[src/xrc_pkg.sv]
package xrc_pkg;

	localparam int unsigned BlockBytesDefault = 132;

	localparam logic [7:0] ChSoh = 8'h01;
	localparam logic [7:0] ChEot = 8'h04;
	localparam logic [7:0] ChAck = 8'h06;
	localparam logic [7:0] ChNak = 8'h15;
	localparam logic [7:0] ChCan = 8'h18;

	localparam logic [1:0] StRunning   = 2'd0;
	localparam logic [1:0] StFinished  = 2'd1;
	localparam logic [1:0] StCancelled = 2'd2;
	localparam logic [1:0] StAborted   = 2'd3;

	localparam logic [1:0] CfgIdleTimeout = 2'd0;
	localparam logic [1:0] CfgByteTimeout = 2'd1;
	localparam logic [1:0] CfgNakLimit    = 2'd2;

	localparam logic [15:0] IdleTimeoutReset = 16'd3000;
	localparam logic [15:0] ByteTimeoutReset = 16'd10000;
	localparam logic [3:0]  NakLimitReset    = 4'd3;

	localparam logic ReqByte = 1'b0;

	typedef struct packed {
		logic       req_type;
		logic [7:0] rx_byte;
	} xrc_item_t;

	typedef struct packed {
		logic       send_valid;
		logic [7:0] send_byte;
		logic [1:0] link_status;
	} xrc_result_t;

	typedef struct packed {
		logic [15:0] idle_timeout_ms;
		logic [15:0] byte_timeout_ms;
		logic [3:0]  nak_limit;
	} xrc_cfg_t;

endpackage

[src/xrc_cfg_regs.sv]
module xrc_cfg_regs (
	input  logic              clk,
	input  logic              arst_n,
	input  logic              cfg_we,
	input  logic [1:0]        cfg_index,
	input  logic [15:0]       cfg_wdata,
	output xrc_pkg::xrc_cfg_t cfg
);
	import xrc_pkg::*;

	xrc_cfg_t cfg_q;

	always_ff @(posedge clk or negedge arst_n) begin
		if (!arst_n) begin
			cfg_q.idle_timeout_ms <= IdleTimeoutReset;
			cfg_q.byte_timeout_ms <= ByteTimeoutReset;
			cfg_q.nak_limit       <= NakLimitReset;
		end else if (cfg_we) begin
			case (cfg_index)
				CfgIdleTimeout: cfg_q.idle_timeout_ms <= cfg_wdata;
				CfgByteTimeout: cfg_q.byte_timeout_ms <= cfg_wdata;
				CfgNakLimit:    cfg_q.nak_limit       <= cfg_wdata[3:0];
				default: ;
			endcase
		end
	end

	assign cfg = cfg_q;

endmodule

[src/xrc_core.sv]
module xrc_core #(
	parameter int unsigned BLOCK_BYTES = xrc_pkg::BlockBytesDefault
) (
	input  logic                 clk,
	input  logic                 arst_n,
	input  logic                 take,
	input  xrc_pkg::xrc_item_t   item,
	input  xrc_pkg::xrc_cfg_t    cfg,
	output xrc_pkg::xrc_result_t res
);
	import xrc_pkg::*;

	typedef enum logic [2:0] {
		PH_START,
		PH_IDLE,
		PH_BLOCK,
		PH_DONE,
		PH_CANCEL,
		PH_ABORT
	} phase_t;

	localparam logic [7:0] BlockLim = 8'(BLOCK_BYTES);

	phase_t      phase_q, phase_d;
	logic [7:0]  block_cnt_q, block_cnt_d, block_cnt_inc;
	logic [15:0] tick_q, tick_d, tick_inc;
	logic [3:0]  fail_q, fail_d, fail_inc;
	logic [7:0]  send;
	logic        ended;

	assign tick_inc      = (tick_q == 16'hFFFF) ? tick_q : tick_q + 16'd1;
	assign fail_inc      = (fail_q == 4'hF) ? fail_q : fail_q + 4'd1;
	assign block_cnt_inc = block_cnt_q + 8'd1;
	assign ended = (phase_q == PH_DONE) || (phase_q == PH_CANCEL) || (phase_q == PH_ABORT);

	always_comb begin
		phase_d     = phase_q;
		block_cnt_d = block_cnt_q;
		tick_d      = tick_q;
		fail_d      = fail_q;
		send        = 8'h00;
		case (phase_q)
			PH_START: begin
				send    = ChNak;
				phase_d = PH_IDLE;
				tick_d  = 16'd0;
			end
			PH_IDLE: begin
				if (item.req_type != ReqByte) begin
					if (tick_inc >= cfg.idle_timeout_ms) begin
						send   = ChNak;
						tick_d = 16'd0;
					end else begin
						tick_d = tick_inc;
					end
				end else begin
					tick_d = 16'd0;
					case (item.rx_byte)
						ChSoh: begin
							phase_d     = PH_BLOCK;
							block_cnt_d = 8'd1;
						end
						ChEot: begin
							send    = ChAck;
							phase_d = PH_DONE;
						end
						ChCan: phase_d = PH_CANCEL;
						default: ;
					endcase
				end
			end
			PH_BLOCK: begin
				if (item.req_type != ReqByte) begin
					if (tick_inc >= cfg.byte_timeout_ms) begin
						send        = ChNak;
						tick_d      = 16'd0;
						block_cnt_d = 8'd0;
						fail_d      = fail_inc;
						phase_d     = (fail_inc >= cfg.nak_limit) ? PH_ABORT : PH_IDLE;
					end else begin
						tick_d = tick_inc;
					end
				end else begin
					tick_d = 16'd0;
					if (block_cnt_inc >= BlockLim) begin
						send        = ChAck;
						block_cnt_d = 8'd0;
						phase_d     = PH_IDLE;
					end else begin
						block_cnt_d = block_cnt_inc;
					end
				end
			end
			default: ;
		endcase
	end

	always_comb begin
		res.send_valid = (send != 8'h00);
		res.send_byte  = send;
		case (phase_d)
			PH_DONE:   res.link_status = StFinished;
			PH_CANCEL: res.link_status = StCancelled;
			PH_ABORT:  res.link_status = StAborted;
			default:   res.link_status = StRunning;
		endcase
	end

	always_ff @(posedge clk or negedge arst_n) begin
		if (!arst_n) begin
			phase_q     <= PH_START;
			block_cnt_q <= 8'd0;
			tick_q      <= 16'd0;
			fail_q      <= 4'd0;
		end else if (take) begin
			phase_q     <= phase_d;
			block_cnt_q <= block_cnt_d;
			tick_q      <= tick_d;
			fail_q      <= fail_d;
		end
	end

	a_ended_holds: assert property (@(posedge clk) disable iff (!arst_n)
		ended |=> $stable(phase_q))
		else $error("ended link changed phase");

	a_ended_silent: assert property (@(posedge clk) disable iff (!arst_n)
		ended |-> !res.send_valid)
		else $error("ended link sends a control byte");

	a_count_outside_block: assert property (@(posedge clk) disable iff (!arst_n)
		(phase_q != PH_BLOCK) |-> (block_cnt_q == 8'd0))
		else $error("block byte count nonzero outside a block");

	a_abort_on_fail: assert property (@(posedge clk) disable iff (!arst_n)
		(take && phase_d == PH_ABORT && phase_q != PH_ABORT) |-> (send == ChNak))
		else $error("abort without NAK");

endmodule

[src/xmodem_receive_control_unit.sv]
// Path: a transaction is taken into the input register, then into the result register;
// a result stall can hold it in the input register.
// Throughput: one transaction per cycle while result_stall is low; the state update is a single pass.
// While a result waits on stall, one more transaction is taken into the input register.
// Reset: arst_n clears the link state to start (first transaction gets NAK)
// and loads timeouts 3000 and 10000 and NAK limit 3.
module xmodem_receive_control_unit #(
	parameter int unsigned BLOCK_BYTES = xrc_pkg::BlockBytesDefault
) (
	input  logic                 clk,
	input  logic                 arst_n,
	input  logic                 item_valid,
	output logic                 item_stall,
	input  xrc_pkg::xrc_item_t   item,
	output logic                 result_valid,
	input  logic                 result_stall,
	output xrc_pkg::xrc_result_t result,
	input  logic                 cfg_we,
	input  logic [1:0]           cfg_index,
	input  logic [15:0]          cfg_wdata
);
	import xrc_pkg::*;

	xrc_cfg_t    cfg;
	xrc_item_t   item_s1;
	logic        valid_s1;
	xrc_result_t res;
	xrc_result_t result_s2;
	logic        valid_s2;
	logic        move_s1;
	logic        take_in;

	assign move_s1    = valid_s1 && (!valid_s2 || !result_stall);
	assign item_stall = valid_s1 && !move_s1;
	assign take_in    = item_valid && !item_stall;

	xrc_cfg_regs u_cfg (
		.clk       (clk),
		.arst_n    (arst_n),
		.cfg_we    (cfg_we),
		.cfg_index (cfg_index),
		.cfg_wdata (cfg_wdata),
		.cfg       (cfg)
	);

	xrc_core #(
		.BLOCK_BYTES (BLOCK_BYTES)
	) u_core (
		.clk    (clk),
		.arst_n (arst_n),
		.take   (move_s1),
		.item   (item_s1),
		.cfg    (cfg),
		.res    (res)
	);

	always_ff @(posedge clk or negedge arst_n) begin
		if (!arst_n) begin
			valid_s1 <= 1'b0;
			valid_s2 <= 1'b0;
		end else begin
			if (take_in) begin
				valid_s1 <= 1'b1;
			end else if (move_s1) begin
				valid_s1 <= 1'b0;
			end
			if (move_s1) begin
				valid_s2 <= 1'b1;
			end else if (!result_stall) begin
				valid_s2 <= 1'b0;
			end
		end
	end

	always_ff @(posedge clk) begin
		if (take_in) begin
			item_s1 <= item;
		end
		if (move_s1) begin
			result_s2 <= res;
		end
	end

	assign result_valid = valid_s2;
	assign result       = result_s2;

	a_send_code: assert property (@(posedge clk) disable iff (!arst_n)
		(valid_s2 && result_s2.send_valid) |->
			(result_s2.send_byte == ChAck || result_s2.send_byte == ChNak))
		else $error("control byte is neither ACK nor NAK");

	a_no_send_zero: assert property (@(posedge clk) disable iff (!arst_n)
		(valid_s2 && !result_s2.send_valid) |-> (result_s2.send_byte == 8'h00))
		else $error("idle result carries a byte");

	a_stage_drains: assert property (@(posedge clk) disable iff (!arst_n)
		(valid_s1 && !valid_s2) |=> valid_s2)
		else $error("input stage did not advance into empty result register");

endmodule

[config.mk]
export PLATFORM = sky130hd
export DESIGN_NAME = xmodem_receive_control_unit
export DESIGN_NICKNAME = d
export VERILOG_FILES = /design/src/xrc_pkg.sv /design/src/xrc_cfg_regs.sv /design/src/xrc_core.sv /design/src/xmodem_receive_control_unit.sv
export SDC_FILE = /design/constraint.sdc
export NUM_CORES = 1
export LEC_CHECK = 0
export BUFFER_PORTS_ARGS = -buffer_cell sky130_fd_sc_hd__buf_4
export CORE_MARGIN = 8
export CORE_UTILIZATION = 45
export DETAILED_ROUTE_END_ITERATION = 12
export HOLD_SLACK_MARGIN = 0.06
export SYNTH_ARGS = -nofsm -noshare
export SYNTH_HDL_FRONTEND = slang
export SYNTH_SLANG_ARGS = --single-unit
[constraint.sdc]
create_clock -name clk -period 7.07 [get_ports clk]
set_input_delay 1.0605 -clock clk [delete_from_list [all_inputs] [get_ports clk]]
set_output_delay 1.0605 -clock clk [all_outputs]
set_load 0.1 [all_outputs]
; ---- After elaboration in Yosys (flattened, before gate mapping)
; Cells that the tools add are included.
; W data, S select, Z words.
[totals]
in_bits = 32
elab_cells = 89
output_inout_bits = 13
reg_bits = 89
[classes]
muxes = 32
n_eq_ne = 16
reduce_logical = 20
order_cmp = 4
add_sub_neg = 3
[ops]
columns = operator, n
row1 = $mux W16, 5
row2 = $mux W8, 7
row3 = $pmux W16 S3, 1
row4 = $ge A16 B16 Y1, 2
row5 = $pmux W8 S3, 1
row6 = $mux W3, 7
row7 = $pmux W3 S3, 2
row8 = $add A16 B1 Y16 const B, 1
row9 = $eq A16 B16 Y1 const B, 1
row10 = $pmux W8 S2, 1
row11 = $mux W5, 2
row12 = $add A8 B1 Y8 const B, 1
row13 = $eq A8 B1 Y1 const B, 1
row14 = $eq A8 B3 Y1 const B, 1
row15 = $eq A8 B5 Y1 const B, 1
row16 = $ge A8 B8 Y1 const B, 1
row17 = $reduce_and A2 Y1, 4
row18 = $reduce_bool A8 Y1, 1
row19 = $eq A3 B2 Y1 const B, 2
row20 = $eq A3 B3 Y1 const B, 2
row21 = $pmux W2 S3, 1
row22 = $reduce_and A5 Y1, 1
row23 = $add A4 B1 Y4 const B, 1
row24 = $eq A4 B4 Y1 const B, 1
row25 = 17 further kinds, 27

; ---- Depth between registers and ports, before layout
; Gate-level depths: netlist (run 1).
[depth]
depth_word = 9
ltp_mapped = 16
mapped_depth_nobuf = 15

; ---- By module
; From an unflattened synthesis (run 1), not the netlist that was laid out.
[unflattened]
cells_unflattened = 487
hier_area_um2 = 5278.8
[modules_own_cells]
columns = module, cells_each, area_per_inst_um2, instances, seq_area_each_um2
row1 = xrc_core, 382, 3205.6, 1, 775.7
row2 = xrc_cfg_regs, 77, 1380.1, 1, 918.4
row3 = xmodem_receive_control_unit, 28, 693.2, 1, 650.6

; ---- Worst setup path after synthesis (run 1)
; No wires, ideal clock.
[synth_path]
kind = reg2reg
startpoint = register u_core.tick_q[4]
endpoint = register result_s2, in the netlist result[10], data pin
stages_incl_launch_ff = 15
synth_period_minus_slack_ns = 3.393
setup_time_ns = 0.254
slack_ns = 3.677
t_required_ns = 6.816
n_path_buf = 1
arrival_time_ns = 3.139
cell_sequence = dfrtp_1 clkbuf_1 nand4_1 nor2_1 nand3_1 and3_1 xor2_1 ha_1 a21oi_1 o21a_1 a211o_1 a21oi_2 or2_2 a311o_1 a21o_1
[synth_rtl]
columns = element, line_no
row1 = start: declaration, xrc_core.sv:26  ; logic [15:0] tick_q, tick_d, tick_inc;
row2 = start signal: assignment, xrc_core.sv:118  ; tick_q <= tick_d;
row3 = end signal: assignment, xmodem_receive_control_unit.sv:80  ; result_s2 <= res;
row4 = end: declaration, xmodem_receive_control_unit.sv:28  ; xrc_result_t result_s2;

; ---- Final worst setup path (run 1)
[layout_path]
startpoint = register u_core.tick_q[0]
endpoint = register u_core.block_cnt_q[1]
[layout_between]
elab_chain_len = 5
elab_cells_between_ends = 6
classes_between = 1 x add/sub / 1 x order compare / 2 x eq/ne / 1 x mux / 1 x reduce/logical
[layout_lines]
columns = element, line_no
row1 = $add A16 B1 Y16 / $eq A16 B16 Y1 (equally long branches), xrc_core.sv:31  ; assign tick_inc = (tick_q == 16'hFFFF) ? tick_q : tick_q + 16'd1;
row2 = $mux W16 *, xrc_core.sv:31
row3 = $ge A16 B16 Y1 *, xrc_core.sv:74  ; if (tick_inc >= cfg.byte_timeout_ms) begin
row4 = $ne A3 B2 Y1 (no source line) *, -
row5 = $reduce_and A5 Y1 (no source line) *, -
row6 = end signal: assignment, xrc_core.sv:117  ; block_cnt_q <= block_cnt_d;
row7 = end: declaration, xrc_core.sv:25  ; logic [7:0] block_cnt_q, block_cnt_d, block_cnt_inc;
; Mark *: on every way between the ends. The rest lies on a longest branch, timed or not.
; A chain may end at the register's enable or synchronous reset.

==> results of run 1 <==
## routing by layer
metal	part of all wire (%)	GRT usage, %
met5	0	0
met4	1.6	6.631
met3	3.8	2.420
met2	48	24.18
met1	47	19.53
## through the flow
step	worst slack [ns]	std cells
finish	2.689	684
global route	2.181	684
CTS	2.705	684
detailed placement	2.728	668
global placement	2.905	668
floorplan	3.677	508
## kinds of logic (layout without fill, tap and decap cells)
logic type,Yosys count,count (layout),share of synthesized area (%)
AO/OA/AOI/OAI,117,117,15.91
adder cells (fa/ha/maj),40,40,10.01
XOR/XNOR,13,13,2.277
buffers and inverters,63,99,5.504
multiplexers,28,28,6.230
other,1,4,0.07498
flip-flops,84,84,43.88
AND/OR/NAND/NOR,159,159,16.11
## sequential cells by signal (all words and copies together), names as in the netlist
name / count
item_s1: 9
u_core.phase_q: 3
u_cfg.cfg: 36
result_valid: 1
u_core.fail_q: 4
result: 6
u_core.tick_q: 16
valid_s1: 1
u_core.block_cnt_q: 8
## synth_stat cells, types with 4 or more instances
master	count	area share, %
o31ai_1	6	0.90
and3_1	5	0.63
dfrtp_1	55	28
nor2_1	28	2.1
buf_4	5	0.75
nand4_1	10	1.3
a2bb2oi_1	5	0.88
a32o_1	11	2.2
clkbuf_1	10	0.75
a21o_1	5	0.75
nor3_1	5	0.50
nand2_1	56	4.2
mux2_2	25	5.6
ha_1	40	10
nor2b_1	5	0.63
o21a_1	4	0.60
dfstp_2	14	7.4
nand3_1	14	1.4
edfxtp_1	15	9.0
o21ai_0	39	3.9
inv_1	41	3.1
a21oi_1	19	1.9
xnor2_1	10	1.8
and4_1	6	1.1
or2_2	5	0.63
## power by group through the flow
stage | Clock (W) | Sequential [W] | Combinational [W]
after floorplan | 0 | 0.000581 | 0.000113
after global placement | 0 | 0.000573 | 0.000171
after detailed placement | 0 | 0.000575 | 0.000175
after CTS | 0.000410 | 0.000566 | 0.000177
after global routing | 0.000427 | 0.000571 | 0.000198
final | 0.000397 | 0.000565 | 0.000174
## final cells by class
| cell class | instances | share of cell area [%] |
|---|---|---|
| repair buffers | 41 | 5.479 |
| multi-input cells | 361 | 45.35 |
| well taps | 140 | 3.118 |
| inverters | 42 | 2.806 |
| clock buffers | 12 | 2.940 |
| flip-flops and latches | 84 | 39.06 |
| clock inverters | 4 | 1.247 |
## worst max-delay path: cells and delay by family (launching register included)
| family | cells | cell delay [ns] |
|---|---|---|
| AOI/OAI and AO/OA | 6 | 1.71 |
| and+or+nand+nor | 5 | 1.32 |
| adders and majority gates | 2 | 0.51 |
| DFF | 1 | 0.47 |
| xor gates and xnor gates | 1 | 0.24 |
## how the worst min path moves through the flow
stage | start | endpoint | cells after the start
after global routing | u_cfg.cfg[5] | u_cfg.cfg[5] | 1
final | valid_s1 | result_valid | 1
after detailed placement | valid_s1 | result_valid | 1
after global placement | valid_s1 | result_valid | 1
after floorplan | valid_s1 | result_valid | 1
after CTS | valid_s1 | result_valid | 1
==> impl_results.md, run 1 <==
* Hold WC Path Type: register to register
* PwrDens at 202.2 nW/µm²
* Critical path endpoint: u_core.block_cnt_q[1]
* Drt pass-1 iters at 4
* Core Region at 10,840 µm²
* Antenna Nets Post-Route at 0
* Hpwl dp at 7770 µm
* Setup CP Type: register to register
* Startpoint Class: register
* Final hold violations at 0
* Min Hold Slack at 0.5029 ns
* Ys Warns at 0
* Nets at 611
* CP Max Fanout at 11
* Via count at 3,760
* Layout Skew at 0.009794 ns
* Row cnt at 38
* Synth-to-Final Area Change at 12.33%
* Post-synth EDFFs at 15
* Commonest non-fill, non-tap cell in the layout: nand2_1
* Arrival @ worst endpoint at 4.62 ns
* Maximum number of pins on one net before global-route repair at 70
* Sequential Power Share at 49.7%
* Final Setup Violations at 0
* Final core occ at 51.82%
* Internal Power at 0.0008414 W
* Max Fclk at 228.2 MHz
* Design area at 5618 µm²
* Multi-input logic area at 2547 µm²
* Global route overflow at 0
* Critical Path End Type: register
* Peak VDD IR at 0.09570 mV
* Vias per cell at 5.497
* Placed Area at 5383 µm²
* Slew @ Worst Pin at 1.255 ns
* Netlist cell types at 66
* Final period util at 61.97%
* CTS tree: done
* DR DRC count at 0
* Die Ht at 121.4 µm
* Clk slew on worst S/H paths at 0.09 ns
* Clk sinks at 84
* Drt total wl at 10,450 µm
* Most frequent cells in the layout: 56 x nand2_1, 55 x dfrtp_1, 41 x inv_1, 41 x buf_4, 40 x ha_1
* Fin crit period at 4.381 ns
* Synth Area per Inst at 9.903 µm²
* Initial drt markers at 251
* Worst R2R End: u_core.block_cnt_q[1]
* CTS root buf: clkbuf_8
* Starting density of the core at 46.13%
* PnR Total Power at 0.001136 W
* Power share of the clock group at 35.0%
* Drt wl/cell at 15.27 µm
* CTS buffer count at 9
* I/O pin cnt at 45
* Data required, critical path at 7.31 ns
* Status: complete, no violations
* Later-pin clock latency in the skew report at 0.36 ns
* Crit-path slowest cell: o31ai_1
* Die area at 14,740 µm²
* Synthesized area at 5001 µm²
* Max-capacitance violation count at 0
* CP cell instances: ha_1 -> nand3_1 -> nor2_1 -> nand3_1 -> and3_1 -> xor2_1 -> ha_1 -> a21oi_1 -> o21a_1 -> a211o_1 -> a21oi_2 -> o31ai_1 -> or2_1 -> o21ai_0
* Post-CTS setup buffers at 0
* Synthesized flop and latch total at 84
* Setup slack, reg-to-reg at 2.69 ns
* Reg2Reg Depth at 14
* Reg area at 2195 µm²
* H-tree depth at 3
* Reg2reg start: u_core.tick_q[0]
* FILL cells at 1,020
* TNS Setup at 0 ns
* CP max stage delay at 1.03 ns
* Antenna violations before repair at 0
* Post-CTS Hold Buffers at 0
* Share of cells above drive strength 1 at 20.22%
* Ant diodes at 0
* Overall Global Routing Usage at 15.04%
* Gpl congestion at 0.8294
* Logic pwr share at 15.3%
* Clock Tree Buf Depth at 2
* Critical path startpoint: u_core.tick_q[0]
* Main flop type after synthesis: dfrtp_1
* Async SR Flop Fraction at 82.14%
* Vias in the first global route at 3,789
* Port bufs at 40
* Sw Ratio at 25.93%
* Leakage dissipation at 2.542 nW
* RSZ-0062 raised after global routing: false
* Post-cts resize count at 0
* Slew Viols, Final at 0
* Net load switching power at 0.0002945 W
* Mapped Cells at 505
* First-pass GRT wire length at 17,920 µm
* Worst slew margin at 15.63%
* Sequential area share after synthesis at 43.88%
* Chip width at 121.4 µm
Note: power is estimated with default switching activity, not from simulation.
==> inputs of run 2 (changes only) <==
Settings changed: PLACE_DENSITY set to 0.66.
Clock period 7.07 ns to 3.76 ns, I/O delays scaled along.
==> run 2 against run 1 <==
Against the previous run: hold slack worse by 0.18 ns; setup slack worse by 2.5 ns; sequential share of layout area is 0.53 points lower; via count is 3.0% higher; wire length rose by 5.6%; largest power group unchanged; total power increased by 78%; highest routed layer unchanged.
==> impl_results.md, run 2 (synthesized netlist as in run 1, its figures left out) <==
* Die Ht at 121.4 µm (unchanged)
* Antenna Nets Post-Route at 0 (unchanged)
* FILL cells at 990 (-2.9%)
* CTS tree: done
* Maximum number of pins on one net before global-route repair at 70 (unchanged)
* Initial drt markers at 178 (-29%)
* Slew @ Worst Pin at 0.8842 ns (-0.3707 ns)
* Drt wl/cell at 15.78 µm (+3.3%)
* Clk slew on worst S/H paths at 0.09 ns (about the same)
* Most frequent cells in the layout: 56 x nand2_1, 56 x buf_4, 51 x dfrtp_1
* I/O pin cnt at 45 (unchanged)
* Antenna violations before repair at 0 (unchanged)
* Setup CP Type: register to register
* CTS root buf: clkbuf_8
* Worst slew margin at 41.06% (+25 points)
* Vias in the first global route at 3,975 (+4.9%)
* Synth-to-Final Area Change at 14.14%
* Chip width at 121.4 µm (unchanged)
* Hpwl dp at 8130 µm (+4.6%)
* Port bufs at 40 (unchanged)
* Gpl congestion at 0.8620 (+3.9%)
* Vias per cell at 5.542 (+0.82%)
* Core Region at 10,840 µm² (unchanged)
* Final core occ at 52.65% (+0.83 points)
* Drt total wl at 11,030 µm (+5.6%)
* Fin crit period at 3.565 ns (-0.8161 ns)
* Post-CTS Hold Buffers at 0 (unchanged)
* Nets at 626 (+2.5%)
* Via count at 3,874 (+3.0%)
* PwrDens at 354.5 nW/µm² (+75%)
* Slew Viols, Final at 0 (unchanged)
* Hold WC Path Type: input pin to asynchronous set/reset pin
* Arrival @ worst endpoint at 3.69 ns (-0.93 ns)
* H-tree depth at 3 (unchanged)
* Clock Tree Buf Depth at 2 (unchanged)
* Overall Global Routing Usage at 15.54% (+0.50 points)
* Startpoint Class: register
* Ant diodes at 0 (unchanged)
* First-pass GRT wire length at 18,640 µm (+4.0%)
* Peak VDD IR at 0.1972 mV (+110%)
* Status: complete, no violations
* Final Setup Violations at 0 (unchanged)
* Global route overflow at 0 (unchanged)
* Share of cells above drive strength 1 at 23.61% (+3.4 points)
* Critical Path End Type: register
* DR DRC count at 0 (unchanged)
* Multi-input logic area at 2565 µm² (+0.69%)
* Drt pass-1 iters at 5 (+1)
* Clk sinks at 84 (unchanged)
* Starting density of the core at 46.13% (unchanged)
* Final period util at 94.82% (+33 points)
* Final hold violations at 0 (unchanged)
* PnR Total Power at 0.002023 W (+78%)
* Layout Skew at 0.01281 ns (+0.003011 ns)
* Row cnt at 38 (unchanged)
* Die area at 14,740 µm² (unchanged)
* Max FFs per register at 36 (unchanged)
* CP Max Fanout at 7 (-4)
* Leakage dissipation at 2.592 nW (+1.9%)
* Max-capacitance violation count at 0 (unchanged)
* Reg area at 2200 µm² (+0.23%)
* CTS buffer count at 9 (unchanged)
* Data required, critical path at 3.88 ns (-3.43 ns)
* Later-pin clock latency in the skew report at 0.36 ns (about the same)
* Max Fclk at 280.5 MHz (+23%)
* Min Hold Slack at 0.3279 ns (-0.1751 ns)
## run 2: cell types whose count changed in the layout (fill, tap and decap cells not counted), moves of 2 or more
cell and change:
nor2_2 +2, clkinvlp_4 +2, clkbuf_8 -2, dfrtp_2 +4, bufinv_16 -2, clkbuf_1 +2
buf_4 +15, dfrtp_1 -4, nor2_1 -2
## run 2: cell type report
| class | instances | area share (%) |
|---|---|---|
| clock buffers | 13 | 2.981 |
| well taps | 140 | 3.069 |
| clock inverters | 3 | 0.3507 |
| multi-input cells | 361 | 44.94 |
| inverters | 42 | 2.762 |
| flip-flops and latches | 84 | 38.54 |
| repair buffers | 56 | 7.365 |
## run 2: layer usage
layer,up-vias,global-route usage (%),share of wire (%)
li1,1901,-,-
met3,16,2.513,3.5
met5,-,0,0
met2,72,25.73,49
met1,1885,19.68,46
met4,0,6.476,1.8
## run 2: power breakdown
| part | internal (W) | switching, W | total, W |
|---|---|---|---|
| Clock | 0.000298 | 0.000329 | 0.000627 |
| Sequential | 0.00103 | 0.0000353 | 0.00106 |
| Combinational | 0.000132 | 0.000203 | 0.000334 |
| Total | 0.00146 | 0.000567 | 0.00202 |
## run 2: metrics by stage
stage	cell area [µm²]	TNS, ns	std cells	setup slack (ns)
2_1_floorplan	5012	0	508	0.3674
3_3_place_gp	5488	0	682	0.1461
3_5_place_dp	5488	0	682	0.04632
4_1_cts	5678	0	698	0.02701
5_1_grt	5708	-0.01159	699	-0.01159
6_report	5708	0	699	0.1948
## run 2: timing repair
action | CTS | global route
setup buffers | 0 | 1
setup endpoints to repair | 0 | 20
gates resized for setup | 0 | 10
## run 2: worst max-delay path, stage by stage, from the launching register on
cell,delay [ns]
dfrtp_2,0.43
ha_1,0.18
nand3_1,0.11
or2_2,0.31
nor2_2,0.15
nor2_2,0.07
nand4_1,0.15
xnor2_2,0.16
ha_1,0.28
a21oi_1,0.15
o21ai_0,0.10
a21oi_1,0.18
a21oi_2,0.13
or2_2,0.33
a311o_1,0.40
a21o_1,0.19
## run 2: worst paths after layout
check	slack [ns]	endpoint	from	cells after the start
setup / recovery	0.19	result[10]	u_core.tick_q[0]	15
hold / removal	0.33	u_cfg.cfg[30]	arst_n	1
setup reg to reg	0.19	result[10]	u_core.tick_q[0]	15
hold reg to reg	0.49	result_valid	valid_s1	1
max in group asynchronous	2.82	u_core.tick_q[0]	arst_n	1
min in group clk	0.38	item_s1[7]	item[7]	1
==> inputs of run 3 (changes only) <==
Settings changed: ABC_AREA set to 1, PLACE_DENSITY 0.66 to 0.65.
==> run 3 against run 2 <==
Against the previous run: wire length decreased by 1.2%; combinational power increased to 2.9 times the previous value; fmax grew 5.4%; final cell count up 20%; die area up 3.0%; via count increased by 8.6%.
==> impl_results.md, run 3 <==
* Sequential Power Share at 40.0% (-13 points)
* Antenna violations before repair at 0 (unchanged)
* Post-CTS Hold Buffers at 0 (unchanged)
* CP max stage delay at 0.44 ns (about the same)
* Synthesized area at 5174 µm² (+3.5%)
* Largest family of logic cells by synthesized area: simple AND/OR/NAND/NOR gates
* Ys Warns at 0 (unchanged)
* Nets at 766 (+22%)
* Status: complete, no violations
* I/O pin cnt at 45 (unchanged)
* Reg2reg start: u_core.tick_q[0]
* Initial drt markers at 216 (+21%)
* DR DRC count at 0 (unchanged)
* Global route overflow at 0 (unchanged)
* Logic pwr share at 33.1% (+17 points)
* Compound-Gate Fraction of Synth Area at 11.27% (-4.6 points)
* Sw Ratio at 37.60% (+9.6 points)
* Cell mode on critical path: nand2_1
* H-tree depth at 3 (unchanged)
* Reg2Reg Depth at 19 (+4)
* Drt total wl at 10,900 µm (-1.2%)
* Final period util at 89.96% (-4.9 points)
* Leakage dissipation at 2.990 nW (+15%)
* Final hold violations at 0 (unchanged)
* Clk sinks at 84 (unchanged)
* Synth Area per Inst at 7.887 µm² (-20%)
* Starting density of the core at 45.70% (-0.43 points)
* Vias per cell at 4.998 (-9.8%)
* Later-pin clock latency in the skew report at 0.34 ns (-0.02 ns)
* Critical Path End Type: register
* Post-synth EDFFs at 15 (unchanged)
* RSZ-0062 raised after global routing: false
* Mapped Cells at 656 (+30%)
* Main flop type after synthesis: dfrtp_1
* PwrDens at 500.7 nW/µm² (+41%)
* Gpl congestion at 0.9223 (+7.0%)
* Final Setup Violations at 0 (unchanged)
* Netlist cell types at 42 (-36%)
* Slew Viols, Final at 0 (unchanged)
* Buffers plus inverters on the worst setup path at 3 (+3)
* Setup slack, reg-to-reg at 0.38 ns (+0.18 ns)
* Worst slew margin at 29.42% (-12 points)
* Post-synthesis simple-gate area fraction at 24.28% (+8.2 points)
* Hpwl dp at 8206 µm (+0.93%)
* Die area at 15,180 µm² (+3.0%)
* Port bufs at 40 (unchanged)
* CP Max Fanout at 25 (+18)
* Via count at 4,208 (+8.6%)
* Largest area contributor in the netlist: dfrtp_1
* Worst R2R End: u_core.block_cnt_q[2]
* Setup Slack @ Placement at 0.3769 ns (+0.3306 ns)
* Clk slew on worst S/H paths at 0.06 ns (-0.03 ns)
* Family with the most delay on the worst path: simple AND/OR/NAND/NOR gates
* Ant diodes at 0 (unchanged)
* Share of cells above drive strength 1 at 13.16% (-10 points)
* Layout Skew at 0.006262 ns (-0.006543 ns)
* Clock Tree Buf Depth at 2 (unchanged)
* Startpoint Class: register
* Synth Area in Adders at 9.674% (-0.33 points)
* Chip width at 123.2 µm (+1.5%)
* Most frequent cells in the layout: 183 x nand2_1, 103 x inv_1, 55 x o21ai_0, 55 x dfrtp_1, 41 x buf_4
* Max FFs per register at 36 (unchanged)
* Drt wl/cell at 12.94 µm (-18%)
* Internal Power at 0.001826 W (+25%)
* Top area cells in the synthesized netlist: dfrtp_1 27%, nand2_1 13%, ha_1 9.7%
* Drt pass-1 iters at 4 (-1)
* Power share of the clock group at 26.9% (-4.1 points)
* Vias in the first global route at 4,098 (+3.1%)
* Fin worst setup slack at 0.3774 ns (+0.1826 ns)
* Fin crit period at 3.383 ns (-0.1826 ns)
* Overall Global Routing Usage at 15.53% (about the same)
* Max Fclk at 295.6 MHz (+5.4%)
* Sequential area share after synthesis at 42.42% (-1.5 points)
* Mux share of post-synthesis cell area at 0% (-6.2 points)
* Maximum number of pins on one net before global-route repair at 70 (unchanged)
* Slew @ Worst Pin at 1.056 ns (+0.1716 ns)
* Synth Area in XOR/XNOR at 2.539% (+0.26 points)
* Net load switching power at 0.001100 W (+94%)
* Setup CP Type: register to register
* Commonest non-fill, non-tap cell in the layout: nand2_1
* Peak VDD IR at 0.3358 mV (+70%)
* TNS Setup at 0 ns (unchanged)
* First-pass GRT wire length at 18,920 µm (+1.5%)
* Async SR Flop Fraction at 82.14% (unchanged)
* Cell with the most instances after synthesis: nand2_1
* Data required, critical path at 4.00 ns (+0.12 ns)
* Synthesized flop and latch total at 84 (unchanged)
* CTS buffer count at 9 (unchanged)
* Top-area cell type share of the netlist area at 26.60% (-0.92 points)
* Core Region at 11,320 µm² (+4.4%)
* Crit-path slowest cell: dfrtp_1
* Most frequent cells after synthesis: 183 x nand2_1, 103 x inv_1, 55 x dfrtp_1, 55 x o21ai_0, 40 x ha_1
* Hold WC Path Type: input pin to asynchronous set/reset pin
* Synth-to-Final Area Change at 12.96%
* Die Ht at 123.2 µm (+1.5%)
* CTS root buf: clkbuf_16
* CTS tree: done
* Row cnt at 39 (+2.6%)
* Max-capacitance violation count at 0 (unchanged)
* Arrival @ worst endpoint at 3.63 ns (-0.06 ns)
* CP cell instances: ha_1 -> inv_1 -> nor3_2 -> nand4_2 -> nor2_4 -> inv_2 -> o21ai_0 -> inv_1 -> ha_1 -> nand2_1 -> nand2_1 -> nand2_1 -> nand2_1 -> nand2_1 -> nand2_1 -> nand2_1 -> nand3_1 -> nand2_2 -> o31ai_1
* Antenna Nets Post-Route at 0 (unchanged)
## run 3: cell types whose count changed after synthesis, moves of 6 or more
cell / change
nand4_1: +6
nor2_1: +7
mux2_2: -25
o21ai_0: +16
nand3_1: +11
inv_1: +62
and4_1: -6
a21oi_1: +11
nand2_1: +127
xor2_1: +6
a32o_1: -11
## run 3: worst max path at each step
stage | from | to | slack [ns] | cells after the start
floorplan | result_valid | item_s1[0] | 0.65 | 5
global placement | u_core.tick_q[0] | result[0] | 0.49 | 21
detailed placement | u_core.tick_q[0] | u_core.block_cnt_q[2] | 0.38 | 19
CTS | u_core.tick_q[0] | u_core.block_cnt_q[2] | 0.35 | 19
global route | u_core.tick_q[0] | u_core.block_cnt_q[2] | 0.02 | 19
finish | u_core.tick_q[0] | u_core.block_cnt_q[2] | 0.38 | 19
## run 3: per-layer routing
| metal | global-route usage, % | share of wire (%) | vias up |
|---|---|---|---|
| met5 | 0 | 0 | - |
| met4 | 7.825 | 2.2 | 0 |
| met3 | 2.329 | 3.3 | 13 |
| met2 | 24.43 | 45 | 69 |
| met1 | 20.48 | 49 | 1935 |
| li1 | - | - | 2191 |
## run 3: kinds of logic (layout without fill, tap and decap cells)
group | after synthesis | after routing
simple gates | 288 | 288
buf+inv | 123 | 163
compound gates | 105 | 105
flops | 84 | 84
fa+ha+maj | 40 | 40
xor+xnor | 15 | 15
other cells | 1 | 4
## run 3: power groups by stage
stage / clock network [W] / registers (W) / logic (W)
floorplan: 0 / 0.00129 / 0.000626
global placement: 0 / 0.00118 / 0.000920
detailed placement: 0 / 0.00119 / 0.000941
CTS: 0.000811 / 0.00117 / 0.000948
global route: 0.000844 / 0.00119 / 0.00110
finish: 0.000786 / 0.00117 / 0.000969
## run 3: final cells by class
cell class	count	area (µm²)
clock inverter	6	31.28
clock buffer	10	229.0
sequential	84	2195
fill	1093	5477
tap	143	178.9
multi-input combinational	452	2489
timing repair buffer	42	327.8
inverter	105	394.1
## run 3: what timing repair did
action                     4_1_cts  5_1_grt
setup buffers                    0        1
setup endpoints to repair        0       11
resized for setup                0        1
## run 3: metrics by stage
step / power, W / utilization (%) / instance area (µm²) / std cells / hold slack [ns]
after floorplan: 0.001914 / - / 5185 / 659 / 0.2684
after global placement: 0.002098 / 49.13 / 5562 / 825 / 0.4426
after detailed placement: 0.002127 / 49.13 / 5562 / 825 / 0.4599
after CTS: 0.002930 / 51.43 / 5822 / 841 / 0.3801
after global routing: 0.003131 / 51.62 / 5844 / 842 / 0.3851
final: 0.002927 / 51.62 / 5844 / 842 / 0.3281
